===== src/design/keypad_code_lock_defines.svh =====
// Assertion macros shared by the keypad code lock modules.
// Each macro expects clk and arst_n to be visible in the module that uses it.
`ifndef KEYPAD_CODE_LOCK_DEFINES_SVH
`define KEYPAD_CODE_LOCK_DEFINES_SVH

// The consequent must hold in the same cycle as the antecedent.
`define KCL_ASSERT_NOW(lbl, ante, cons, msg) \
	lbl: assert property (@(posedge clk) disable iff (!arst_n) (ante) |-> (cons)) \
		else $error(msg);

// The consequent must hold in the cycle after the antecedent.
`define KCL_ASSERT_NEXT(lbl, ante, cons, msg) \
	lbl: assert property (@(posedge clk) disable iff (!arst_n) (ante) |=> (cons)) \
		else $error(msg);

`endif


===== src/design/kcl_pkg.sv =====
// Types, codes and constants for the keypad code lock.
// Used by every module of the block; depends on nothing else.
package kcl_pkg;

	// Widths fixed by the register map and the stream payloads.
	localparam int CODE_W       = 64;
	localparam int LEN_W        = 5;
	localparam int TIMEOUT_W    = 20;
	localparam int KEY_W        = 4;
	localparam int CFG_IDX_W    = 2;
	localparam int IN_TDATA_W   = 8;
	localparam int OUT_TDATA_W  = 16;

	// Defaults of the top-level parameters.
	localparam int DEF_MAX_CODE_KEYS = 16;
	localparam int DEF_TIMER_BITS    = 20;

	// Register values after reset.
	localparam logic [CODE_W-1:0]    RST_CODE_DIGITS   = '0;
	localparam logic [LEN_W-1:0]     RST_CODE_LENGTH   = 5'd4;
	localparam logic [TIMEOUT_W-1:0] RST_ENTRY_TIMEOUT = 20'd30000;
	localparam logic [TIMEOUT_W-1:0] RST_SLEEP_TIMEOUT = 20'd60000;

	// Command queue between the front and the back.
	localparam int QUEUE_DEPTH = 2;
	localparam int QPTR_W      = $clog2(QUEUE_DEPTH);
	localparam int QCNT_W      = $clog2(QUEUE_DEPTH + 1);

	// Key codes with a special meaning.
	localparam logic [KEY_W-1:0] KEY_STAR = 4'd14;
	localparam logic [KEY_W-1:0] KEY_HASH = 4'd15;

	// Request kinds on the input stream.
	typedef enum logic {
		OP_TICK = 1'b0,
		OP_KEY  = 1'b1
	} opcode_t;

	// Configuration register indexes.
	typedef enum logic [CFG_IDX_W-1:0] {
		CFG_CODE_DIGITS   = 2'd0,
		CFG_CODE_LENGTH   = 2'd1,
		CFG_ENTRY_TIMEOUT = 2'd2,
		CFG_SLEEP_TIMEOUT = 2'd3
	} cfg_index_t;

	// Classified command as it travels through the queue.
	typedef enum logic [1:0] {
		CMD_TICK   = 2'd0,
		CMD_SYMBOL = 2'd1,
		CMD_CLEAR  = 2'd2,
		CMD_SUBMIT = 2'd3
	} cmd_kind_t;

	typedef struct packed {
		cmd_kind_t        kind;
		logic [KEY_W-1:0] key;
	} cmd_t;

	// Result codes.
	typedef enum logic [1:0] {
		LED_UNLOCKED = 2'd0,
		LED_ENTERING = 2'd1,
		LED_LOCKED   = 2'd2
	} led_t;

	typedef enum logic [1:0] {
		ALARM_NONE   = 2'd0,
		ALARM_ARM    = 2'd1,
		ALARM_DISARM = 2'd2
	} alarm_cmd_t;

	// Result word, laid out exactly as the output tdata (lowest field last here).
	typedef struct packed {
		logic [6:0] pad;
		logic       key_flash;
		logic       sleep_request;
		logic       entry_expired;
		logic       access_denied;
		logic [1:0] alarm_command;
		logic       locked;
		logic [1:0] led_state;
	} result_t;

	// Queue occupancy seen by the front.
	typedef struct packed {
		logic full;
		logic empty;
	} queue_stat_t;

endpackage


===== src/design/keypad_code_lock.sv =====
// Top level of the keypad code lock: front, command queue and back joined together.
// Depends on kcl_pkg, kcl_front, kcl_queue and kcl_back.
//
//  Channel   Direction  Signals                       Contents
//  s         in         s_tvalid s_tready s_tdata     key_code [3:0]; s_tuser opcode
//  m         out        m_tvalid m_tready m_tdata     led, locked, alarm, pulses
//  cfg       in         cfg_we cfg_index cfg_data     register writes, no read-back
//
// One request is taken per cycle while the queue has room; each gives one result,
// registered first into the command queue, then into the result register.
// The back decides each command combinationally, one per clock unless output stalls.
// Reset clears the entry, the timers and the lock, and restores the register defaults.
// A stalled output fills the two-entry queue; s_tready drops only when it is full.
module keypad_code_lock #(
	parameter int MAX_CODE_KEYS = kcl_pkg::DEF_MAX_CODE_KEYS,
	parameter int TIMER_BITS    = kcl_pkg::DEF_TIMER_BITS
) (
	input  logic                            clk,
	input  logic                            arst_n,
	input  logic                            s_tvalid,
	output logic                            s_tready,
	input  logic [kcl_pkg::IN_TDATA_W-1:0]  s_tdata,   // [3:0] key_code, [7:4] zero
	input  logic                            s_tuser,   // [0] opcode
	output logic                            m_tvalid,
	input  logic                            m_tready,
	// [1:0] led_state, [2] locked, [4:3] alarm_command, [5] access_denied,
	// [6] entry_expired, [7] sleep_request, [8] key_flash, [15:9] zero
	output logic [kcl_pkg::OUT_TDATA_W-1:0] m_tdata,
	input  logic                            cfg_we,
	input  logic [kcl_pkg::CFG_IDX_W-1:0]   cfg_index,
	input  logic [kcl_pkg::CODE_W-1:0]      cfg_data
);
	import kcl_pkg::*;

	queue_stat_t qstat;
	logic        push;
	logic        pop;
	cmd_t        push_cmd;
	cmd_t        head_cmd;

	// Request classification.
	kcl_front u_front (
		.s_tvalid (s_tvalid),
		.s_tready (s_tready),
		.s_tdata  (s_tdata),
		.s_tuser  (s_tuser),
		.qstat    (qstat),
		.push     (push),
		.push_cmd (push_cmd)
	);

	// Decoupling queue.
	kcl_queue u_queue (
		.clk      (clk),
		.arst_n   (arst_n),
		.push     (push),
		.push_cmd (push_cmd),
		.pop      (pop),
		.head_cmd (head_cmd),
		.qstat    (qstat)
	);

	// Command execution and result register.
	kcl_back #(
		.MAX_CODE_KEYS (MAX_CODE_KEYS),
		.TIMER_BITS    (TIMER_BITS)
	) u_back (
		.clk       (clk),
		.arst_n    (arst_n),
		.cfg_we    (cfg_we),
		.cfg_index (cfg_index),
		.cfg_data  (cfg_data),
		.qstat     (qstat),
		.head_cmd  (head_cmd),
		.pop       (pop),
		.m_tvalid  (m_tvalid),
		.m_tready  (m_tready),
		.m_tdata   (m_tdata)
	);

endmodule


===== src/design/kcl_front.sv =====
// Front end of the keypad code lock: takes input requests and classifies them.
// Depends on kcl_pkg; feeds kcl_queue.
module kcl_front (
	input  logic                           s_tvalid,
	output logic                           s_tready,
	input  logic [kcl_pkg::IN_TDATA_W-1:0] s_tdata,   // [3:0] key_code, [7:4] zero
	input  logic                           s_tuser,   // [0] opcode
	input  kcl_pkg::queue_stat_t           qstat,
	output logic                           push,
	output kcl_pkg::cmd_t                  push_cmd
);
	import kcl_pkg::*;

	logic [KEY_W-1:0] key;

	// A request is taken whenever the queue has room.
	assign s_tready = !qstat.full;
	assign push     = s_tvalid && s_tready;
	assign key      = s_tdata[KEY_W-1:0];

	// Sort each request into tick, symbol key, clear key or submit key.
	always_comb begin
		push_cmd.key = key;
		if (opcode_t'(s_tuser) == OP_TICK) begin
			push_cmd.kind = CMD_TICK;
		end else if (key == KEY_STAR) begin
			push_cmd.kind = CMD_CLEAR;
		end else if (key == KEY_HASH) begin
			push_cmd.kind = CMD_SUBMIT;
		end else begin
			push_cmd.kind = CMD_SYMBOL;
		end
	end

endmodule


===== src/design/kcl_queue.sv =====
// Short command queue between the front and the back of the keypad code lock.
// Depends on kcl_pkg and the shared assertion macros.
`include "keypad_code_lock_defines.svh"

module kcl_queue (
	input  logic                 clk,
	input  logic                 arst_n,
	input  logic                 push,
	input  kcl_pkg::cmd_t        push_cmd,
	input  logic                 pop,
	output kcl_pkg::cmd_t        head_cmd,
	output kcl_pkg::queue_stat_t qstat
);
	import kcl_pkg::*;

	cmd_t              slot_q [QUEUE_DEPTH];
	logic [QPTR_W-1:0] wr_ptr_q;
	logic [QPTR_W-1:0] rd_ptr_q;
	logic [QCNT_W-1:0] count_q;

	assign qstat.full  = (count_q == QCNT_W'(QUEUE_DEPTH));
	assign qstat.empty = (count_q == '0);
	assign head_cmd    = slot_q[rd_ptr_q];

	// Entry storage; the payload needs no reset.
	always_ff @(posedge clk) begin
		if (push) begin
			slot_q[wr_ptr_q] <= push_cmd;
		end
	end

	// Pointers and fill level.
	always_ff @(posedge clk or negedge arst_n) begin
		if (!arst_n) begin
			wr_ptr_q <= '0;
			rd_ptr_q <= '0;
			count_q  <= '0;
		end else begin
			if (push) begin
				wr_ptr_q <= wr_ptr_q + 1'b1;
			end
			if (pop) begin
				rd_ptr_q <= rd_ptr_q + 1'b1;
			end
			if (push && !pop) begin
				count_q <= count_q + 1'b1;
			end else if (pop && !push) begin
				count_q <= count_q - 1'b1;
			end
		end
	end

	// The fill level stays within the depth and tracks pushes and pops.
	`KCL_ASSERT_NOW(a_q_bounded, 1'b1, count_q <= QCNT_W'(QUEUE_DEPTH), "queue overfilled")
	`KCL_ASSERT_NOW(a_q_pop_nonempty, pop, count_q != '0, "pop from an empty queue")
	`KCL_ASSERT_NEXT(a_q_grows, push && !pop, count_q == QCNT_W'($past(count_q) + 1'b1), "fill level lost a push")

endmodule


===== src/design/kcl_back.sv =====
// Back end of the keypad code lock: configuration, entry state, timers and result register.
// Depends on kcl_pkg and the shared assertion macros; fed by kcl_queue.
`include "keypad_code_lock_defines.svh"

module kcl_back #(
	parameter int MAX_CODE_KEYS = kcl_pkg::DEF_MAX_CODE_KEYS,
	parameter int TIMER_BITS    = kcl_pkg::DEF_TIMER_BITS
) (
	input  logic                            clk,
	input  logic                            arst_n,
	input  logic                            cfg_we,
	input  logic [kcl_pkg::CFG_IDX_W-1:0]   cfg_index,
	input  logic [kcl_pkg::CODE_W-1:0]      cfg_data,
	input  kcl_pkg::queue_stat_t            qstat,
	input  kcl_pkg::cmd_t                   head_cmd,
	output logic                            pop,
	output logic                            m_tvalid,
	input  logic                            m_tready,
	output logic [kcl_pkg::OUT_TDATA_W-1:0] m_tdata
);
	import kcl_pkg::*;

	localparam int CNT_W = $clog2(MAX_CODE_KEYS + 1);
	localparam int CMP_W = (TIMER_BITS > TIMEOUT_W) ? TIMER_BITS : TIMEOUT_W;

	// Configuration registers.
	logic [CODE_W-1:0]    code_digits_q;
	logic [LEN_W-1:0]     code_length_q;
	logic [TIMEOUT_W-1:0] entry_timeout_q;
	logic [TIMEOUT_W-1:0] sleep_timeout_q;

	// Entry and timer state.
	logic [CNT_W-1:0]      entry_count_q;
	logic                  entry_overflow_q;
	logic                  entry_matches_q;
	logic                  lock_flag_q;
	logic [TIMER_BITS-1:0] idle_ticks_q;
	logic [TIMER_BITS-1:0] entry_ticks_q;

	// Result register.
	logic    m_tvalid_q;
	result_t result_q;

	// Next values.
	logic [CNT_W-1:0]      count_nx;
	logic                  overflow_nx;
	logic                  matches_nx;
	logic                  lock_nx;
	logic [TIMER_BITS-1:0] idle_nx;
	logic [TIMER_BITS-1:0] etick_nx;
	result_t               result_nx;

	logic [TIMER_BITS-1:0] idle_inc;
	logic [TIMER_BITS-1:0] etick_inc;
	logic [LEN_W-1:0]      count_ext;
	logic [CODE_W-1:0]     code_shift;
	logic [KEY_W-1:0]      want_key;

	// Take the next command when the result register is free or being emptied.
	assign pop      = !qstat.empty && (!m_tvalid_q || m_tready);
	assign m_tvalid = m_tvalid_q;
	assign m_tdata  = result_q;

	// Saturating timer increments.
	assign idle_inc  = (&idle_ticks_q) ? idle_ticks_q : idle_ticks_q + 1'b1;
	assign etick_inc = (&entry_ticks_q) ? entry_ticks_q : entry_ticks_q + 1'b1;

	// Stored key expected at the current entry position.
	assign count_ext  = LEN_W'(entry_count_q);
	assign code_shift = code_digits_q >> {count_ext[KEY_W-1:0], 2'b00};
	assign want_key   = code_shift[KEY_W-1:0];

	// Effect of one command on the entry, the lock and the timers.
	always_comb begin
		count_nx    = entry_count_q;
		overflow_nx = entry_overflow_q;
		matches_nx  = entry_matches_q;
		lock_nx     = lock_flag_q;
		idle_nx     = idle_ticks_q;
		etick_nx    = entry_ticks_q;
		result_nx   = '0;

		case (head_cmd.kind)
			CMD_TICK: begin
				if (CMP_W'(idle_inc) > CMP_W'(sleep_timeout_q)) begin
					result_nx.sleep_request = 1'b1;
					count_nx    = '0;
					overflow_nx = 1'b0;
					matches_nx  = 1'b1;
					idle_nx     = '0;
					etick_nx    = '0;
				end else begin
					idle_nx = idle_inc;
					if (entry_count_q != '0) begin
						if (CMP_W'(etick_inc) > CMP_W'(entry_timeout_q)) begin
							result_nx.entry_expired = 1'b1;
							count_nx    = '0;
							overflow_nx = 1'b0;
							matches_nx  = 1'b1;
							etick_nx    = '0;
						end else begin
							etick_nx = etick_inc;
						end
					end
				end
			end
			CMD_CLEAR: begin
				result_nx.key_flash = 1'b1;
				idle_nx     = '0;
				etick_nx    = '0;
				count_nx    = '0;
				overflow_nx = 1'b0;
				matches_nx  = 1'b1;
			end
			CMD_SUBMIT: begin
				result_nx.key_flash = 1'b1;
				idle_nx  = '0;
				etick_nx = '0;
				if (!entry_overflow_q && entry_matches_q && count_ext == code_length_q) begin
					lock_nx = !lock_flag_q;
					result_nx.alarm_command = lock_nx ? ALARM_ARM : ALARM_DISARM;
				end else begin
					result_nx.access_denied = 1'b1;
				end
				count_nx    = '0;
				overflow_nx = 1'b0;
				matches_nx  = 1'b1;
			end
			CMD_SYMBOL: begin
				result_nx.key_flash = 1'b1;
				idle_nx  = '0;
				etick_nx = '0;
				if (entry_count_q < CNT_W'(MAX_CODE_KEYS)) begin
					if (count_ext >= code_length_q || want_key != head_cmd.key) begin
						matches_nx = 1'b0;
					end
					count_nx = entry_count_q + 1'b1;
				end else begin
					overflow_nx = 1'b1;
					matches_nx  = 1'b0;
				end
			end
			default: begin
				result_nx = '0;
			end
		endcase

		result_nx.locked = lock_nx;
		if (count_nx != '0) begin
			result_nx.led_state = LED_ENTERING;
		end else if (lock_nx) begin
			result_nx.led_state = LED_LOCKED;
		end else begin
			result_nx.led_state = LED_UNLOCKED;
		end
	end

	// Configuration writes.
	always_ff @(posedge clk or negedge arst_n) begin
		if (!arst_n) begin
			code_digits_q   <= RST_CODE_DIGITS;
			code_length_q   <= RST_CODE_LENGTH;
			entry_timeout_q <= RST_ENTRY_TIMEOUT;
			sleep_timeout_q <= RST_SLEEP_TIMEOUT;
		end else if (cfg_we) begin
			case (cfg_index_t'(cfg_index))
				CFG_CODE_DIGITS:   code_digits_q   <= cfg_data;
				CFG_CODE_LENGTH:   code_length_q   <= cfg_data[LEN_W-1:0];
				CFG_ENTRY_TIMEOUT: entry_timeout_q <= cfg_data[TIMEOUT_W-1:0];
				CFG_SLEEP_TIMEOUT: sleep_timeout_q <= cfg_data[TIMEOUT_W-1:0];
				default: ;
			endcase
		end
	end

	// Entry state and timers advance on every command taken.
	always_ff @(posedge clk or negedge arst_n) begin
		if (!arst_n) begin
			entry_count_q    <= '0;
			entry_overflow_q <= 1'b0;
			entry_matches_q  <= 1'b1;
			lock_flag_q      <= 1'b0;
			idle_ticks_q     <= '0;
			entry_ticks_q    <= '0;
		end else if (pop) begin
			entry_count_q    <= count_nx;
			entry_overflow_q <= overflow_nx;
			entry_matches_q  <= matches_nx;
			lock_flag_q      <= lock_nx;
			idle_ticks_q     <= idle_nx;
			entry_ticks_q    <= etick_nx;
		end
	end

	// Result valid flag.
	always_ff @(posedge clk or negedge arst_n) begin
		if (!arst_n) begin
			m_tvalid_q <= 1'b0;
		end else if (pop) begin
			m_tvalid_q <= 1'b1;
		end else if (m_tready) begin
			m_tvalid_q <= 1'b0;
		end
	end

	// Result payload.
	always_ff @(posedge clk) begin
		if (pop) begin
			result_q <= result_nx;
		end
	end

	// A tick never flashes, denies or commands the alarms; a submit always empties the entry
	// and gives exactly one verdict; an overflowed entry never counts as matching.
	`KCL_ASSERT_NEXT(a_tick_quiet, pop && head_cmd.kind == CMD_TICK, !result_q.key_flash && !result_q.access_denied && result_q.alarm_command == ALARM_NONE, "tick produced a key event")
	`KCL_ASSERT_NEXT(a_submit_verdict, pop && head_cmd.kind == CMD_SUBMIT, entry_count_q == '0 && (result_q.access_denied != (result_q.alarm_command != ALARM_NONE)), "submit without a single verdict")
	`KCL_ASSERT_NOW(a_overflow_nomatch, entry_overflow_q, !entry_matches_q, "overflowed entry still matching")

endmodule


===== config.mk =====
export PLATFORM = sky130hd
export DESIGN_NAME = keypad_code_lock
export DESIGN_NICKNAME = d
export VERILOG_FILES = /design/src/design/kcl_pkg.sv /design/src/design/keypad_code_lock.sv /design/src/design/kcl_front.sv /design/src/design/kcl_queue.sv /design/src/design/kcl_back.sv
export VERILOG_INCLUDE_DIRS = /design/src /design/src/design
export SDC_FILE = /design/constraint.sdc
export NUM_CORES = 1
export LEC_CHECK = 0
export ABC_AREA = 1
export BUFFER_PORTS_ARGS = -buffer_cell sky130_fd_sc_hd__buf_2
export CAP_MARGIN = 20
export CORE_ASPECT_RATIO = 1.25
export CORE_MARGIN = 1
export CORE_UTILIZATION = 35
export CTS_CLUSTER_DIAMETER = 80
export DETAILED_ROUTE_END_ITERATION = 12
export GPL_TIMING_DRIVEN = 0
export HOLD_SLACK_MARGIN = 0.1
export PLACE_DENSITY_LB_ADDON = 0.15
export SYNTH_ARGS = -nofsm -noshare
export SYNTH_HDL_FRONTEND = slang
export SYNTH_HIERARCHICAL = 1
export SYNTH_SLANG_ARGS = --single-unit

===== constraint.sdc =====
create_clock -name clk -period 4.2 [get_ports clk]
set_input_delay 0.42 -clock clk [delete_from_list [all_inputs] [get_ports clk]]
set_output_delay 0.42 -clock clk [all_outputs]
set_load 0.02 [all_outputs]

**Word-level counts from Yosys, hierarchy flattened**

Memories as Yosys holds them, arrays and structs flattened.
Index checks and enable logic that the tools add are counted.

- Register bits: 171
- RAM bits: 12
- Bits of input ports: 80
- Output and inout port bits: 18
- Memories kept: 1

Memories:

| memory | depth | bits a word | rd ports | clocked after Yosys merged registers in | write ports | line | text |
|---|---|---|---|---|---|---|---|
| u_queue.slot_q | 2 | 6 | 1 | 0 | 1 | kcl_queue.sv:16 | `cmd_t slot_q [QUEUE_DEPTH];` |

- Add/subtract/negate cells: 7
- Order comparisons: 4
- Equality and inequality tests: 15
- Shift-type cells: 1
- Multiplexer cells: 41
- Bitwise logic cells: 2
- Reduce and logical (&&, ||, !) cells: 35

Operator list:

| cell | count |
|---|---|
| $mux W20 | 6 |
| $pmux W20 S2 | 2 |
| $shr A64 B6 Y4 | 1 |
| $add A20 B1 Y20 const B | 2 |
| $gt A20 B20 Y1 | 2 |
| $reduce_and A20 Y1 | 2 |
| $mux W5 | 4 |
| $mux W1 | 19 |
| $pmux W5 S3 | 1 |
| $mux W2 | 7 |
| $reduce_and A2 Y1 | 6 |
| $eq A2 B2 Y1 const B | 5 |
| $reduce_bool A5 Y1 | 2 |
| $eq A4 B4 Y1 const B | 2 |
| $reduce_and A4 Y1 | 2 |
| $logic_not A1 Y1 | 7 |
| $logic_and A1 B1 Y1 | 6 |
| $logic_not A2 Y1 | 3 |
| $ne A3 B1 Y1 const B | 2 |
| $pmux W1 S3 | 2 |
| $reduce_or A3 Y1 | 2 |
| $add A5 B1 Y5 const B | 1 |
| $eq A5 B5 Y1 | 1 |
| $ge A5 B5 Y1 | 1 |
| other kinds (12) | 17 |

**Logic depth before layout (Yosys ltp)**

- Word-level depth: 8
- Gate-level depth with buffers: 26
- Depth with buffers taken out: 26

**Modules after synthesis**

Netlist, hierarchy kept.

Modules (own cells, without submodules):

| module | instances | cells an instance | area an instance (um^2) | seq. area each (um^2) |
|---|---|---|---|---|
| kcl_back | 1 | 1165 | 9614.2 | 4244.1 |
| kcl_queue | 1 | 44 | 668.1 | 460.4 |
| kcl_front | 1 | 15 | 71.3 | 0.0 |

**Worst setup path before layout**

No wires, ideal clock.

- Path type: reg2reg
- From: reg u_back.entry_ticks_q[0]
- To: reg u_back.result_q (netlist bit u_back/m_tdata[1]) (data pin)
- Setup time: 252 ps
- Arrival: 2931 ps
- Required time: 3948 ps
- Path slack: 1017 ps
- Stages on the path, launching flop included: 23
- Buffers on the path: 0
- Period minus slack after synthesis: 3183 ps
- Cells stage by stage: dfrtp_1 ha_1 nand2_1 nor2_1 nand3_2 nor2_4 nand3_4 o21a_1 nand2_1 xor2_1 inv_1 ha_1 nand2_1 nor2_1 nand2_1 nor2_1 nand4_1 nand2_1 nand2_1 nor2_4 o21ai_1 nand3_1 nor2_1

- Cells in the longest elaborated chain, start to end: 8

RTL lines:

| item | line | text |
|---|---|---|
| start: declaration | kcl_back.sv:38 | `logic [TIMER_BITS-1:0] entry_ticks_q;` |
| start signal: assignment | kcl_back.sv:191 | `entry_ticks_q <= etick_nx;` |
| $add A20 B1 Y20 or $reduce_and A20 Y1 (tied branches) | kcl_back.sv:66 | `assign etick_inc = (&entry_ticks_q) ? entry_ticks_q : entry_ticks_q + 1'b1;` |
| $mux W20 * | kcl_back.sv:66 |  |
| $gt A20 B20 Y1 * | kcl_back.sv:95 | `if (CMP_W'(etick_inc) > CMP_W'(entry_timeout_q)) begin` |
| $mux W5 * | kcl_back.sv:95 |  |
| $mux W5 * | kcl_back.sv:94 | `if (entry_count_q != '0) begin` |
| $mux W5 * | kcl_back.sv:85 | `if (CMP_W'(idle_inc) > CMP_W'(sleep_timeout_q)) begin` |
| $pmux W5 S3 * | kcl_back.sv:83 | `case (head_cmd.kind)` |
| $reduce_bool A5 Y1 * | kcl_back.sv:149 | `if (count_nx != '0) begin` |
| end signal: assignment | kcl_back.sv:209 | `result_q <= result_nx;` |
| end: declaration | kcl_back.sv:42 | `result_t result_q;` |

Every way passes the cells marked *; elsewhere a longest branch is shown, timed or not.
A chain may end at the register's enable or synchronous reset.

**Worst setup path after layout**

- From: reg u_back.entry_ticks_q[1]
- To: reg u_back.entry_ticks_q[5]

- Cells in the longest elaborated chain, start to end: 7

RTL lines:

| item | line |
|---|---|
| $add A20 B1 Y20 or $reduce_and A20 Y1 (tied branches) | kcl_back.sv:66 |
| $mux W20 * | kcl_back.sv:66 |
| $gt A20 B20 Y1 | kcl_back.sv:95 |
| $mux W20 * | kcl_back.sv:95 |
| $mux W20 * | kcl_back.sv:94 |
| $mux W20 * | kcl_back.sv:85 |
| $pmux W20 S2 * | kcl_back.sv:83 |

Every way passes the cells marked *; elsewhere a longest branch is shown, timed or not. The select of a mux whose other input is x is not followed.

==> run summary <==
Clock Tree Root: clkbuf_16
Ports: 98
syn_area_per_cell: 8.46 sq um
Die X: 156 um
initial antenna violation count: 0
Fin Hold WS: 0.204 ns
worst-case vdd ir drop: 0.000261 V
Die H: 194 um
# clock sinks: 183
post-synthesis cell count: 1224
Final Slew Violations: 0
Final Critical Period: 3.91 ns
max cap viols: 0
hold depth: 2
initial core utilization: 35.5%
met2 usage: 34.1%
reg2reg setup slack: 0.29 ns
vias in the first global route: 8338
Placed Cells: 1713
WP depth: 24
Worst-path clk slew: 0.08 ns
critical path required time: 4.56 ns
actual slew at the worst max-slew pin: 0.573 ns
first-pass GRT wire length: 44300 um
Setup Skew: 0.0116 ns
yosys warns: 6
fin cells: 1748
Int Pwr: 3.80 mW
setup ws final: 0.289 ns
grt peak-use layer: met2
worst min-delay path class: in -> reg
Max Root-Sink Buffers: 2
most used cell along the critical path: nand2_1
critical path class: reg -> reg
status: completed
PwrDens: 492 nW/um^2
# setup viols final: 0
Achievable Freq: 256 MHz
total power: 5.93 mW
Rel. slew slack: 61.8%
routed length per instance: 15.7 um
largest net degree at the start of global routing: 100
Nets: 1469
CTS Buf Count: 17
TritonCTS clock tree: done
vias: 8187
dpl ws: 0.120 ns
met3 GRT Util: 2.72%
htree depth: 4
CP Max Fanout: 10
Total Routing Usage GR: 19.2%
Port Buffers: 86
Diodes inserted: 0
row cnt: 70
ANT nets after route: 0
Arr. time, crit path: 4.27 ns
mapped cell area: 10400 sq um
Seq pwr share: 39.0%
first drt pass iteration count: 7
R2R cell count: 24
number of flops mapped to enable cells by yosys: 21
met1 Use GR: 23.1%
drt via density: 4.68
final hold vios: 0
Post-synth top flop: dfrtp_1
final period utilization: 93.1%
count of cell types in the netlist: 50
Bufs and invs on worst path: 4
Skew-Pair Late Insertion Delay: 0.44 ns
slowest stage cell, crit path: dfrtp_1
Final Util: 41.4%
crit-path cells: ha_2 -> nand2_1 -> nor2_1 -> nand3_2 -> nor2_4 -> nand3_4 -> nor2_8 -> inv_4 -> nand4_1 -> xor2_2 -> inv_1 -> ha_1 -> nand2_1 -> nor2_1 -> nand2_1 -> nor2_1 -> nand4_1 -> nand2_2 -> nand2_1 -> nor2_4 -> buf_12 -> buf_4 -> nand3_1 -> o21ai_1
max incr delay on CP: 0.41 ns
sequential element share of the synthesized area: 45.4%
Final GP Congestion: 0.887
CP top delay family: simple AND/OR/NAND/NOR gates
Layout area overhead: 16.5%
Congestion Overflow GR: 0
Worst setup EP type: register
DRT iter0 DRCs: 452
core area: 29200 sq um
Combinational Power Share: 30.6%
drt total wl: 27400 um
startpoint types: register
switching share of power: 36.0%
DIE AREA: 30300 sq um
fraction of layout cells with a size suffix above 1: 19.2%
Residual DRC: 0
leak pwr: 6.03 nW
async set-reset flop share out of synthesis: 88.5%
FF+latch count, synth: 183
P_sw: 2.13 mW
Clock Power Share: 30.4%
HPWL after detailed placement: 21000 um
==> metrics by stage <==
stage / setup TNS, ns / area, sq um
after floorplan: 0 / 10400
after global placement: -11.46 / 11300
after detailed placement: 0 / 11300
after CTS: 0 / 12000
after global routing: -0.0424 / 12100
final: 0 / 12100
==> power by group through the flow <==
stage | clock (mW) | combinational (mW) | sequential [mW]
2_1_floorplan | 0 | 1.19 | 2.34
3_3_place_gp | 0 | 1.77 | 2.34
3_5_place_dp | 0 | 1.80 | 2.35
4_1_cts | 1.85 | 1.81 | 2.31
5_1_grt | 1.91 | 2.04 | 2.35
6_report | 1.80 | 1.81 | 2.31
==> metal layers <==
layer	up-vias	wire (um)
met4	0	780
met1	3844	11800
met2	148	14100
met5	-	0
met3	40	712
li1	4155	-
==> placed cells by master, fill, tap and decap left out, types with 4 or more instances in the layout <==
| cell | synthesis | final |
|---|---|---|
| inv_1 | 191 | 191 |
| nor2_4 | 5 | 5 |
| nor2_2 | 6 | 6 |
| buf_4 | 13 | 13 |
| ha_1 | 50 | 49 |
| o21ai_0 | 115 | 115 |
| o211ai_1 | 4 | 4 |
| nor3_1 | 13 | 13 |
| o22ai_1 | 12 | 12 |
| a21oi_1 | 39 | 39 |
| buf_2 | 11 | 96 |
| xor2_2 | 4 | 5 |
| nand2_1 | 258 | 257 |
| clkbuf_16 | 0 | 18 |
| nor2_1 | 81 | 81 |
| edfxtp_1 | 21 | 21 |
| inv_2 | 7 | 7 |
| nand2_2 | 6 | 7 |
| nand4_1 | 23 | 23 |
| xor2_1 | 30 | 29 |
| o22ai_2 | 4 | 4 |
| mux2_4 | 6 | 6 |
| o21ai_1 | 17 | 17 |
| conb_1 | 1 | 7 |
| dfstp_2 | 16 | 16 |
| mux2_2 | 36 | 36 |
| clkbuf_1 | 20 | 20 |
| dfrtp_1 | 146 | 145 |
| nand3_1 | 53 | 53 |
==> sequential cells by signal (all words and copies together), names as in the netlist <==
name	count
u_queue/count_q	2
u_back/entry_ticks_q	20
u_back/m_tvalid	1
u_back/entry_timeout_q	20
u_queue/wr_ptr_q	1
u_queue/slot_q	12
u_back/idle_ticks_q	20
u_back/code_digits_q	64
u_back/entry_overflow_q	1
u_back/code_length_q	5
u_back/count_ext	5
u_back/entry_matches_q	1
u_back/m_tdata	9
u_back/lock_flag_q	1
u_back/sleep_timeout_q	20
u_queue/rd_ptr_q	1
==> repair_timing <==
item | in CTS | in global routing
setup endpoints to repair | 0 | 14
setup buffers | 0 | 1
resized for setup | 0 | 4
endpoints found under the hold margin | 59 | 0
hold buffers | 1 | 0
==> kinds of logic (layout without fill, tap and decap cells) <==
logic type	Yosys count	count (layout)	share of synthesized area, %
other	1	7	0.0362
adders and majority gates	50	50	6.04
muxes	42	42	4.79
and+or+nand+nor	462	462	19.8
DFF	183	183	45.4
AOI/OAI and AO/OA	201	201	10.6
xor gates and xnor gates	36	36	3.34
buffers and inverters	249	371	9.90
==> layout make-up <==
class | count | area (sq um)
buffer | 48 | 265
clock buffer | 19 | 464
clock inverter | 13 | 198
tap | 396 | 495
inverter | 201 | 759
fill | 2985 | 17100
sequential | 183 | 4710
multi-input combinational | 798 | 4660
timing repair buffer | 90 | 513
==> worst paths after layout <==
check                                     startpoint                         to
min in group asynchronous                     arst_n   u_back/entry_ticks_q[19]
setup reg to reg             u_back/entry_ticks_q[1]    u_back/entry_ticks_q[5]
hold / removal                          cfg_data[47]   u_back/code_digits_q[47]
max in group asynchronous                     arst_n    u_back/code_length_q[2]
hold reg to reg            u_back/entry_timeout_q[3]  u_back/entry_timeout_q[3]
setup / recovery             u_back/entry_ticks_q[1]    u_back/entry_ticks_q[5]
==> worst register-to-register path: cells and delay by family (launching register included) <==
kind	cells	cell delay (ns)
AND/OR/NAND/NOR	16	2.12
buffers and inverters	4	0.47
AO/OA/AOI/OAI	1	0.08
XOR/XNOR	1	0.21
adder cells (fa/ha/maj)	2	0.55
flip-flops	1	0.41
==> Yosys cell counts, types with 17 or more instances <==
library cell | instances | area, sq um
nand2_1 | 258 | 968
inv_1 | 191 | 717
dfrtp_1 | 146 | 3650
o21ai_0 | 115 | 576
nor2_1 | 81 | 304
nand3_1 | 53 | 265
ha_1 | 50 | 626
a21oi_1 | 39 | 195
mux2_2 | 36 | 405
xor2_1 | 30 | 263
nand4_1 | 23 | 144
edfxtp_1 | 21 | 631
clkbuf_1 | 20 | 75.1
o21ai_1 | 17 | 85.1
Power figures use the tool's default switching activity.
